File: config.mk
export PLATFORM = sky130hd
export DESIGN_NAME = stereo_soft_volume_scaler
export DESIGN_NICKNAME = d
export VERILOG_FILES = /design/src/svs_pkg.sv /design/src/stereo_soft_volume_scaler.sv /design/src/svs_decode.sv /design/src/svs_gain.sv /design/src/svs_scale.sv /design/src/svs_encode.sv
export SDC_FILE = /design/constraint.sdc
export NUM_CORES = 2
export LEC_CHECK = 0
export BUFFER_PORTS_ARGS = -buffer_cell sky130_fd_sc_hd__buf_2
export CAP_MARGIN = 0
export CORE_MARGIN = 2
export CORE_UTILIZATION = 50
export DETAILED_ROUTE_END_ITERATION = 7
export HOLD_SLACK_MARGIN = 0.12
export PLACE_DENSITY = 0.71
export SLEW_MARGIN = 30
export SYNTH_ARGS = -nofsm -noshare
export SYNTH_HDL_FRONTEND = slang
export SYNTH_SLANG_ARGS = --single-unit
export TNS_END_PERCENT = 5
File: constraint.sdc
create_clock -name clock -period 7.95 [get_ports clock]
set_input_delay 0 -clock clock [delete_from_list [all_inputs] [get_ports clock]]
set_output_delay 0 -clock clock [all_outputs]
set_load 0.02 [all_outputs]
File: src/svs_pkg.sv
`timescale 1ns / 1ps

package svs_pkg;

   localparam int SAMPLE_W = 32;
   localparam int VOL_W    = 7;
   localparam int BASE_W   = 17;
   localparam int RG_W     = 19;
   localparam int PROD_W   = BASE_W + RG_W;
   localparam int CSR_AW   = 3;

   localparam logic [1:0] WMODE_16       = 2'd0;
   localparam logic [1:0] WMODE_24       = 2'd1;
   localparam logic [1:0] WMODE_32       = 2'd2;
   localparam logic [1:0] WMODE_RESERVED = 2'd3;

   localparam logic [CSR_AW-1:0] CSR_VOL_LEFT   = 3'd0;
   localparam logic [CSR_AW-1:0] CSR_VOL_RIGHT  = 3'd1;
   localparam logic [CSR_AW-1:0] CSR_REPLAY     = 3'd2;
   localparam logic [CSR_AW-1:0] CSR_WIDTH_MODE = 3'd3;
   localparam logic [CSR_AW-1:0] CSR_SWAP       = 3'd4;
   localparam logic [CSR_AW-1:0] CSR_STEREO     = 3'd5;

   localparam logic [BASE_W-1:0]   UNITY_GAIN = 17'h10000;
   localparam logic [SAMPLE_W-1:0] HALF_UNITY = 32'd32768;
   localparam logic [VOL_W-1:0]    VOL_UNITY  = 7'd100;

   localparam logic [15:0] ATTEN_TABLE [100] = '{
      16'h0000, 16'h0110, 16'h011c, 16'h012f, 16'h013d, 16'h0152, 16'h0161, 16'h0179,
      16'h018a, 16'h01a5, 16'h01c1, 16'h01d5, 16'h01f5, 16'h020b, 16'h022e, 16'h0247,
      16'h026e, 16'h028a, 16'h02b6, 16'h02d5, 16'h0306, 16'h033a, 16'h035f, 16'h0399,
      16'h03c2, 16'h0403, 16'h0431, 16'h0479, 16'h04ac, 16'h04fd, 16'h0553, 16'h058f,
      16'h05ef, 16'h0633, 16'h069e, 16'h06ea, 16'h0761, 16'h07b5, 16'h083a, 16'h0898,
      16'h092c, 16'h09cb, 16'h0a3a, 16'h0aeb, 16'h0b67, 16'h0c2c, 16'h0cb6, 16'h0d92,
      16'h0e2d, 16'h0f21, 16'h1027, 16'h10de, 16'h1202, 16'h12cf, 16'h1414, 16'h14f8,
      16'h1662, 16'h1761, 16'h18f5, 16'h1a11, 16'h1bd3, 16'h1db4, 16'h1f06, 16'h211d,
      16'h2297, 16'h24ec, 16'h2690, 16'h292a, 16'h2aff, 16'h2de5, 16'h30fe, 16'h332b,
      16'h369f, 16'h390d, 16'h3ce6, 16'h3f9b, 16'h43e6, 16'h46eb, 16'h4bb3, 16'h4f11,
      16'h5466, 16'h5a18, 16'h5e19, 16'h6472, 16'h68ea, 16'h6ffd, 16'h74f8, 16'h7cdc,
      16'h826a, 16'h8b35, 16'h9499, 16'h9b35, 16'ha5ad, 16'had0b, 16'hb8b7, 16'hc0ee,
      16'hcdf1, 16'hd71a, 16'he59c, 16'hefd3
   };

   typedef struct packed {
      logic [VOL_W-1:0] vol_left;
      logic [VOL_W-1:0] vol_right;
      logic [RG_W-1:0]  replay_gain;
      logic [1:0]       width_mode;
      logic             swap_bytes;
      logic             stereo_stream;
   } cfg_type;

   typedef struct packed {
      logic [SAMPLE_W-1:0] word;
      logic [1:0]          width_mode;
      logic                swap_bytes;
      logic                neg;
      logic                bypass;
   } meta_type;

   function automatic logic [BASE_W-1:0] base_gain(input logic [VOL_W-1:0] vol);
      if (vol >= VOL_UNITY) return UNITY_GAIN;
      return {1'b0, ATTEN_TABLE[vol]};
   endfunction

   function automatic logic [SAMPLE_W-1:0] width_mask(input logic [1:0] wmode);
      case (wmode)
         WMODE_16: return 32'h0000_ffff;
         WMODE_24: return 32'h00ff_ffff;
         default:  return 32'hffff_ffff;
      endcase
   endfunction

   // 2^(bits-1): magnitude of the negative limit
   function automatic logic [SAMPLE_W-1:0] sign_half(input logic [1:0] wmode);
      case (wmode)
         WMODE_16: return 32'h0000_8000;
         WMODE_24: return 32'h0080_0000;
         default:  return 32'h8000_0000;
      endcase
   endfunction

   function automatic logic [SAMPLE_W-1:0] swap_word(input logic [SAMPLE_W-1:0] v,
                                                     input logic [1:0] wmode);
      case (wmode)
         WMODE_16: return {16'd0, v[7:0], v[15:8]};
         WMODE_32: return {v[7:0], v[15:8], v[23:16], v[31:24]};
         default:  return v;
      endcase
   endfunction

endpackage

File: src/stereo_soft_volume_scaler.sv
`timescale 1ns / 1ps
// Pipeline: four register stages (decode, gain, scale, encode); an accepted req word
// passes through each stage register in that order before rsp_tvalid rises.
// Throughput: one word per cycle sustained while rsp_tready is high; each stage
// holds one word and refills as soon as its word moves on, so bubbles close up under a stalled output.
// Reset (synchronous, active high) empties all stages and loads the register
// defaults: volume 100 on both channels, replay gain 1.0, 16-bit little endian, stereo.

module stereo_soft_volume_scaler import svs_pkg::*; #(
   parameter int GAIN_FRAC_BITS = 16
) (
   input  logic                clock,
   input  logic                reset,
   input  logic                req_tvalid,
   output logic                req_tready,
   input  logic [SAMPLE_W-1:0] req_tdata,   // [31:0] sample_in
   input  logic                req_tuser,   // [0] channel
   output logic                rsp_tvalid,
   input  logic                rsp_tready,
   output logic [SAMPLE_W-1:0] rsp_tdata,   // [31:0] sample_out
   input  logic                csr_we,
   input  logic [CSR_AW-1:0]   csr_addr,
   input  logic [RG_W-1:0]     csr_wdata
);

   localparam int GAIN_W   = PROD_W - GAIN_FRAC_BITS;
   localparam int SCALED_W = GAIN_W + 16;

   cfg_type cfg_ff, cfg_in;

   always_comb begin
      cfg_in = cfg_ff;
      if (csr_we) begin
         case (csr_addr)
            CSR_VOL_LEFT:   cfg_in.vol_left      = csr_wdata[VOL_W-1:0];
            CSR_VOL_RIGHT:  cfg_in.vol_right     = csr_wdata[VOL_W-1:0];
            CSR_REPLAY:     cfg_in.replay_gain   = csr_wdata;
            CSR_WIDTH_MODE: cfg_in.width_mode    = csr_wdata[1:0];
            CSR_SWAP:       cfg_in.swap_bytes    = csr_wdata[0];
            CSR_STEREO:     cfg_in.stereo_stream = csr_wdata[0];
            default: ;
         endcase
      end
   end

   always_ff @(posedge clock) begin
      if (reset) begin
         cfg_ff.vol_left      <= VOL_UNITY;
         cfg_ff.vol_right     <= VOL_UNITY;
         cfg_ff.replay_gain   <= RG_W'(UNITY_GAIN);
         cfg_ff.width_mode    <= WMODE_16;
         cfg_ff.swap_bytes    <= 1'b0;
         cfg_ff.stereo_stream <= 1'b1;
      end else begin
         cfg_ff <= cfg_in;
      end
   end

   logic                d_valid, d_ready;
   meta_type            d_meta;
   logic [SAMPLE_W-1:0] d_mag;
   logic [BASE_W-1:0]   d_base;

   logic                g_valid, g_ready;
   meta_type            g_meta;
   logic [SAMPLE_W-1:0] g_mag;
   logic [GAIN_W-1:0]   g_gain;

   logic                s_valid, s_ready;
   meta_type            s_meta;
   logic [SCALED_W-1:0] s_scaled;

   svs_decode u_decode (
      .clock      (clock),
      .reset      (reset),
      .cfg        (cfg_ff),
      .in_valid   (req_tvalid),
      .in_ready   (req_tready),
      .in_word    (req_tdata),
      .in_channel (req_tuser),
      .out_valid  (d_valid),
      .out_ready  (d_ready),
      .out_meta   (d_meta),
      .out_mag    (d_mag),
      .out_base   (d_base)
   );

   svs_gain #(
      .GAIN_FRAC_BITS (GAIN_FRAC_BITS),
      .GAIN_W         (GAIN_W)
   ) u_gain (
      .clock       (clock),
      .reset       (reset),
      .replay_gain (cfg_ff.replay_gain),
      .in_valid    (d_valid),
      .in_ready    (d_ready),
      .in_meta     (d_meta),
      .in_mag      (d_mag),
      .in_base     (d_base),
      .out_valid   (g_valid),
      .out_ready   (g_ready),
      .out_meta    (g_meta),
      .out_mag     (g_mag),
      .out_gain    (g_gain)
   );

   svs_scale #(
      .GAIN_W   (GAIN_W),
      .SCALED_W (SCALED_W)
   ) u_scale (
      .clock      (clock),
      .reset      (reset),
      .in_valid   (g_valid),
      .in_ready   (g_ready),
      .in_meta    (g_meta),
      .in_mag     (g_mag),
      .in_gain    (g_gain),
      .out_valid  (s_valid),
      .out_ready  (s_ready),
      .out_meta   (s_meta),
      .out_scaled (s_scaled)
   );

   svs_encode #(
      .SCALED_W (SCALED_W)
   ) u_encode (
      .clock      (clock),
      .reset      (reset),
      .in_valid   (s_valid),
      .in_ready   (s_ready),
      .in_meta    (s_meta),
      .in_scaled  (s_scaled),
      .out_valid  (rsp_tvalid),
      .out_ready  (rsp_tready),
      .out_sample (rsp_tdata)
   );

endmodule

File: src/svs_decode.sv
`timescale 1ns / 1ps

module svs_decode import svs_pkg::*; (
   input  logic                clock,
   input  logic                reset,
   input  cfg_type             cfg,
   input  logic                in_valid,
   output logic                in_ready,
   input  logic [SAMPLE_W-1:0] in_word,
   input  logic                in_channel,
   output logic                out_valid,
   input  logic                out_ready,
   output meta_type            out_meta,
   output logic [SAMPLE_W-1:0] out_mag,
   output logic [BASE_W-1:0]   out_base
);

   logic                valid_ff, valid_in;
   meta_type            meta_ff, meta_in;
   logic [SAMPLE_W-1:0] mag_ff, mag_in;
   logic [BASE_W-1:0]   base_ff, base_in;

   logic [SAMPLE_W-1:0] mask, raw;
   logic                neg;

   assign in_ready = !valid_ff || out_ready;

   always_comb begin
      mask = width_mask(cfg.width_mode);
      raw  = in_word & mask;
      if (cfg.swap_bytes) raw = swap_word(raw, cfg.width_mode);
      neg  = (raw & sign_half(cfg.width_mode)) != '0;
   end

   always_comb begin
      valid_in = valid_ff;
      meta_in  = meta_ff;
      mag_in   = mag_ff;
      base_in  = base_ff;
      if (in_ready) begin
         valid_in = in_valid;
         if (in_valid) begin
            meta_in.word       = in_word;
            meta_in.width_mode = cfg.width_mode;
            meta_in.swap_bytes = cfg.swap_bytes;
            meta_in.neg        = neg;
            meta_in.bypass     = !cfg.stereo_stream ||
                                 (cfg.width_mode == WMODE_RESERVED) ||
                                 ((cfg.width_mode == WMODE_24) && cfg.swap_bytes);
            mag_in  = neg ? ((~raw + 32'd1) & mask) : raw;
            base_in = base_gain(in_channel ? cfg.vol_right : cfg.vol_left);
         end
      end
   end

   always_ff @(posedge clock) begin
      if (reset) begin
         valid_ff <= 1'b0;
      end else begin
         valid_ff <= valid_in;
      end
      meta_ff <= meta_in;
      mag_ff  <= mag_in;
      base_ff <= base_in;
   end

   assign out_valid = valid_ff;
   assign out_meta  = meta_ff;
   assign out_mag   = mag_ff;
   assign out_base  = base_ff;

endmodule

File: src/svs_gain.sv
`timescale 1ns / 1ps

module svs_gain import svs_pkg::*; #(
   parameter int GAIN_FRAC_BITS = 16,
   parameter int GAIN_W         = PROD_W - GAIN_FRAC_BITS
) (
   input  logic                clock,
   input  logic                reset,
   input  logic [RG_W-1:0]     replay_gain,
   input  logic                in_valid,
   output logic                in_ready,
   input  meta_type            in_meta,
   input  logic [SAMPLE_W-1:0] in_mag,
   input  logic [BASE_W-1:0]   in_base,
   output logic                out_valid,
   input  logic                out_ready,
   output meta_type            out_meta,
   output logic [SAMPLE_W-1:0] out_mag,
   output logic [GAIN_W-1:0]   out_gain
);

   logic                valid_ff, valid_in;
   meta_type            meta_ff, meta_in;
   logic [SAMPLE_W-1:0] mag_ff, mag_in;
   logic [GAIN_W-1:0]   gain_ff, gain_in;
   logic [PROD_W-1:0]   prod;

   assign in_ready = !valid_ff || out_ready;
   assign prod     = in_base * replay_gain;

   always_comb begin
      valid_in = valid_ff;
      meta_in  = meta_ff;
      mag_in   = mag_ff;
      gain_in  = gain_ff;
      if (in_ready) begin
         valid_in = in_valid;
         if (in_valid) begin
            meta_in = in_meta;
            mag_in  = in_mag;
            gain_in = prod[PROD_W-1:GAIN_FRAC_BITS];
         end
      end
   end

   always_ff @(posedge clock) begin
      if (reset) begin
         valid_ff <= 1'b0;
      end else begin
         valid_ff <= valid_in;
      end
      meta_ff <= meta_in;
      mag_ff  <= mag_in;
      gain_ff <= gain_in;
   end

   assign out_valid = valid_ff;
   assign out_meta  = meta_ff;
   assign out_mag   = mag_ff;
   assign out_gain  = gain_ff;

endmodule

File: src/svs_scale.sv
`timescale 1ns / 1ps

module svs_scale import svs_pkg::*; #(
   parameter int GAIN_W   = 20,
   parameter int SCALED_W = GAIN_W + 16
) (
   input  logic                clock,
   input  logic                reset,
   input  logic                in_valid,
   output logic                in_ready,
   input  meta_type            in_meta,
   input  logic [SAMPLE_W-1:0] in_mag,
   input  logic [GAIN_W-1:0]   in_gain,
   output logic                out_valid,
   input  logic                out_ready,
   output meta_type            out_meta,
   output logic [SCALED_W-1:0] out_scaled
);

   localparam int SUM_W = SAMPLE_W + GAIN_W;

   logic                valid_ff, valid_in;
   meta_type            meta_ff, meta_in;
   logic [SCALED_W-1:0] scaled_ff, scaled_in;
   logic [SUM_W-1:0]    sum;
   logic                unity;

   assign in_ready = !valid_ff || out_ready;
   // round half away from zero on the magnitude
   assign sum      = in_mag * in_gain + SUM_W'(HALF_UNITY);
   assign unity    = PROD_W'(in_gain) == PROD_W'(UNITY_GAIN);

   always_comb begin
      valid_in  = valid_ff;
      meta_in   = meta_ff;
      scaled_in = scaled_ff;
      if (in_ready) begin
         valid_in = in_valid;
         if (in_valid) begin
            meta_in        = in_meta;
            meta_in.bypass = in_meta.bypass || unity;
            scaled_in      = sum[SUM_W-1:16];
         end
      end
   end

   always_ff @(posedge clock) begin
      if (reset) begin
         valid_ff <= 1'b0;
      end else begin
         valid_ff <= valid_in;
      end
      meta_ff   <= meta_in;
      scaled_ff <= scaled_in;
   end

   assign out_valid  = valid_ff;
   assign out_meta   = meta_ff;
   assign out_scaled = scaled_ff;

endmodule

File: src/svs_encode.sv
`timescale 1ns / 1ps

module svs_encode import svs_pkg::*; #(
   parameter int SCALED_W = 36
) (
   input  logic                clock,
   input  logic                reset,
   input  logic                in_valid,
   output logic                in_ready,
   input  meta_type            in_meta,
   input  logic [SCALED_W-1:0] in_scaled,
   output logic                out_valid,
   input  logic                out_ready,
   output logic [SAMPLE_W-1:0] out_sample
);

   localparam int CMP_W = (SCALED_W > SAMPLE_W) ? SCALED_W : SAMPLE_W;

   logic                valid_ff, valid_in;
   logic [SAMPLE_W-1:0] sample_ff, sample_in;

   logic [SAMPLE_W-1:0] mask, limit, sat, enc, result;
   logic                load;

   assign in_ready = !valid_ff || out_ready;
   assign load     = in_valid && in_ready;

   always_comb begin
      mask  = width_mask(in_meta.width_mode);
      limit = in_meta.neg ? sign_half(in_meta.width_mode)
                          : sign_half(in_meta.width_mode) - 32'd1;
      if (CMP_W'(in_scaled) > CMP_W'(limit)) sat = limit;
      else sat = in_scaled[SAMPLE_W-1:0];
      enc = in_meta.neg ? ((~sat + 32'd1) & mask) : sat;
      if (in_meta.swap_bytes) enc = swap_word(enc, in_meta.width_mode);
      result = in_meta.bypass ? in_meta.word : ((in_meta.word & ~mask) | enc);
   end

   always_comb begin
      valid_in  = valid_ff;
      sample_in = sample_ff;
      if (in_ready) begin
         valid_in = in_valid;
         if (in_valid) sample_in = result;
      end
   end

   always_ff @(posedge clock) begin
      if (reset) begin
         valid_ff <= 1'b0;
      end else begin
         valid_ff <= valid_in;
      end
      sample_ff <= sample_in;
   end

   assign out_valid  = valid_ff;
   assign out_sample = sample_ff;

   a_bypass_copies: assert property (@(posedge clock) disable iff (reset)
      load && in_meta.bypass |=> sample_ff == $past(in_meta.word))
      else $error("bypassed word altered");

   a_upper_kept: assert property (@(posedge clock) disable iff (reset)
      load && !in_meta.bypass && (in_meta.width_mode == WMODE_16)
      |=> sample_ff[31:16] == $past(in_meta.word[31:16]))
      else $error("bits above the 16-bit format changed");

   a_zero_result: assert property (@(posedge clock) disable iff (reset)
      load && !in_meta.bypass && !in_meta.neg && (in_scaled == '0) &&
      (in_meta.width_mode == WMODE_32) |=> sample_ff == '0)
      else $error("zero magnitude did not encode to zero");

endmodule
==> impl_metrics.yaml <==
critical_path:
  critPathKind: "register to register"
  max_stage_delay_ns: 0.73
  startpoint_type: "register"
  path_cells: "buf_4, nand2_1, fa_1, inv_1, fa_1, fa_1, fa_1, fa_1, fa_1, inv_1, fa_1, inv_1, ha_1, nand3_1, nor3_2, inv_1, o21ai_0, nor4_4, nor3_1, a211oi_1, nor2b_1, nor2_1, o41a_1"
  crit_path_top_delay_cell: "edfxtp_1"
  arrival_ns: 8.00
  path_max_fanout: 11
  required_ns: 8.27
  path_delay_family: "adder cells"
  critPathMostFrequentCell: "fa_1"
  crit_path_end_kind: "register"
  crit_buf_inv: 5
sta:
  timing.final.hold_violations: 0
  finalCriticalPeriod_ns: 7.687
  skew_ns: 0.04604
  finalWorstSetupSlack_ns: 0.2630
  tns_ns: 0
  fmax_ghz: 0.1301
  relSlewSlack_pct: 29.61
  rsz0062_at_grt: "no"
  setup_viol: 0
  drv_slew: 0
  worstMarginPinSlew_ns: 1.046
  min_period_over_period_pct: 96.69
placed_design:
  dp_slack_ns: -0.2562
  port_buffers: 93
  dp_hpwl_mm: 103.8
  gp_congestion: 0.9380
global_route:
  grt_pass1_wl_mm: 206.0
  track_usage_pct: 27.76
  grt_pass1_vias: 36964
  grt_start_max_net_pins: 74
  overflow: 0
  antenna_found_initial: 2
detailed_routing:
  wl_mm: 131.4
  drc_errors: 0
  num_vias: 35941
  ant_nets: 0
  drt_iter0_drc: 3355
  routedWlPerCell_um: 20.72
  viasPerCell: 5.668
  drt_first_pass_iters: 8
die:
  ios: 94
  dieWidth_um: 309.9
  die-area_sq_um: 96060
  coreArea_sq_um: 93050
  initial_core_util_pct: 50.29
  rows: 112
  die_y_um: 309.9
clock_network:
  root_buffer: "clkbuf_16"
  clockBufferDepth: 3
  cts_buffers: 36
  cts_max_level: 2
  cts_tree: "yes"
  cts.clk_slew.worst_paths_ns: 0.07
  clock_latency_ns: 0.58
  clkSinkCount: 321
cells_and_area:
  areaGrowthSynthToFinish_pct: 9.037
  nNetsFinal: 6246
  n_fill_cell: 8230
  layout-drive-gt1-share_pct: 7.257
logic_synthesis:
  synth_area_leaders: "fa_1 34%, edfxtp_1 18%, ha_1 9.1%, inv_1 7.4%, and2_1 6.0%"
  syn-cell-area_sq_um: 46800
  synthesis.nets: 6166
  ys_types: 83
  ys_ff_latch: 321
  synth_edf_count: 280
  netlist.area_leader.share_pct: 33.75
  syn_inst: 4977
  yosysTopAreaCell: "fa_1"
  seq_area_frac_synth_pct: 19.72
  synthTopCellsByCount: "924 x inv_1, 789 x fa_1, 711 x nand2_1, 446 x and2_1, 340 x ha_1"
  synth.avg_cell_area_sq_um: 9.403
  async_reset_ff_share_pct: 0
  ys_warn_count: 0
  ys.flop_type: "edfxtp_1"
  synth.most_common_cell: "inv_1"
status:
  status: "finished, final reports clean"
hold_path:
  hold_path.class: "primary input to register"
flow_run:
  drv_cap: 0
==> worst reg2reg max path, cell delays in order (launching register included) <==
cell and delay [ns]:
edfxtp_1 0.73, buf_4 0.32, nand2_1 0.10, fa_1 0.58, inv_1 0.06, fa_1 0.50, fa_1 0.63, fa_1 0.47
fa_1 0.49, fa_1 0.50, inv_1 0.06, fa_1 0.48, inv_1 0.04, ha_1 0.34, nand3_1 0.14, nor3_2 0.08
inv_1 0.19, o21ai_0 0.26, nor4_4 0.40, nor3_1 0.11, a211oi_1 0.29, nor2b_1 0.24, nor2_1 0.06, o41a_1 0.37
==> metal layers <==
layer	wire, um	GRT usage [%]
met1	51180	36.04
met2	62020	45.41
met3	10850	4.775
met4	7313	13.16
met5	0	0
==> layout make-up <==
type	instances	area, sq um	area share [%]
tap	1254	1569	3.075
sequential	321	9229	18.09
antenna	2	5.005	0.009808
inverter	927	3480	6.819
clock buffer	36	900.9	1.765
clock inverter	30	244.0	0.4781
multi-input combinational	3444	33120	64.91
timing repair buffer	327	2479	4.857
==> worst paths after layout <==
path,startpoint,end,slack [ns],depth (start not counted)
worst max-delay path,u_gain.out_gain[11],u_scale.out_scaled[29],0.26,23
worst min-delay path,req_tdata[24],u_decode.out_meta[29],0.22,2
worst max register to register,u_gain.out_gain[11],u_scale.out_scaled[29],0.26,23
worst min register to register,u_decode.out_meta[2],u_gain.out_meta[2],0.39,0
==> flip-flops by register name, indices dropped and copies added (netlist names), 17 cells and up <==
name                 flops
u_scale.out_meta        37
u_encode.out_sample     32
u_decode.out_base       17
u_gain.out_mag          32
u_gain.out_meta         37
u_gain.out_gain         20
cfg_ff                  37
u_scale.out_scaled      36
u_decode.out_meta       37
u_decode.out_mag        32
==> kinds of logic after synthesis <==
family	share of synthesized area, %
buffers and inverters	9.748
flip-flops	19.72
adder cells (fa/ha/maj)	42.84
multiplexers	1.513
XOR/XNOR	1.516
AO/OA/AOI/OAI	8.561
AND/OR/NAND/NOR	16.10
==> per-stage QoR <==
stage	hold WS, ns	cells	instance area (sq um)	utilization, %
2_1_floorplan	0.09887	4977	46800	-
5_1_grt	0.2108	6340	51030	54.84
3_5_place_dp	0.2173	6197	49100	52.76
4_1_cts	0.1971	6331	50930	54.74
6_report	0.2175	6341	51030	54.84
3_3_place_gp	0.2228	6196	49070	52.73
==> placed cells by master (no fill, tap or decap), types with 11 or more instances in the layout <==
cell type      Yosys  layout
nor3_1            60      59
or3_1             12      12
buf_4              0     159
o211ai_1          26      26
dlygate4sd3_1      0      68
a22oi_1           17      17
nor4_1            14      13
o31ai_1           14      14
a31oi_1           19      19
mux2_2            18      18
clkinv_1           3      11
nand3_1           43      43
a211oi_1          22      22
xor2_1            27      27
o221ai_1          12      12
a21o_1            36      36
nor2b_1           15      12
clkbuf_16          0      36
nand2_1          711     711
xnor2_1           54      54
a311oi_1          11      11
buf_2             10      93
fa_1             789     789
o21a_1            15      15
o21ai_0          107     107
a21boi_0          16      15
and3_1            12      12
nand4_1           22      22
a21oi_1          162     161
ha_1             340     340
inv_1            924     924
o22ai_1           15      15
nand2b_1          21      21
mux2i_1           46      42
nor2_1           182     182
dfxtp_1           41      41
edfxtp_1         280     280
a22o_1            17      17
and2_1           446     446
==> what timing repair did <==
| action | in CTS | in global routing |
|---|---|---|
| setup endpoints to repair | 8 | 8 |
| pin swaps | 0 | 1 |
| hold endpoints to repair | 116 | 0 |
| cloned | 0 | 0 |
| buffers inserted | 0 | 8 |
| hold buffers | 68 | 0 |
| resized for setup | 2 | 3 |
Power is left out: the tool's default activity adds up to more than one toggle a clock period on the data nets, which glitch-free logic cannot reach.
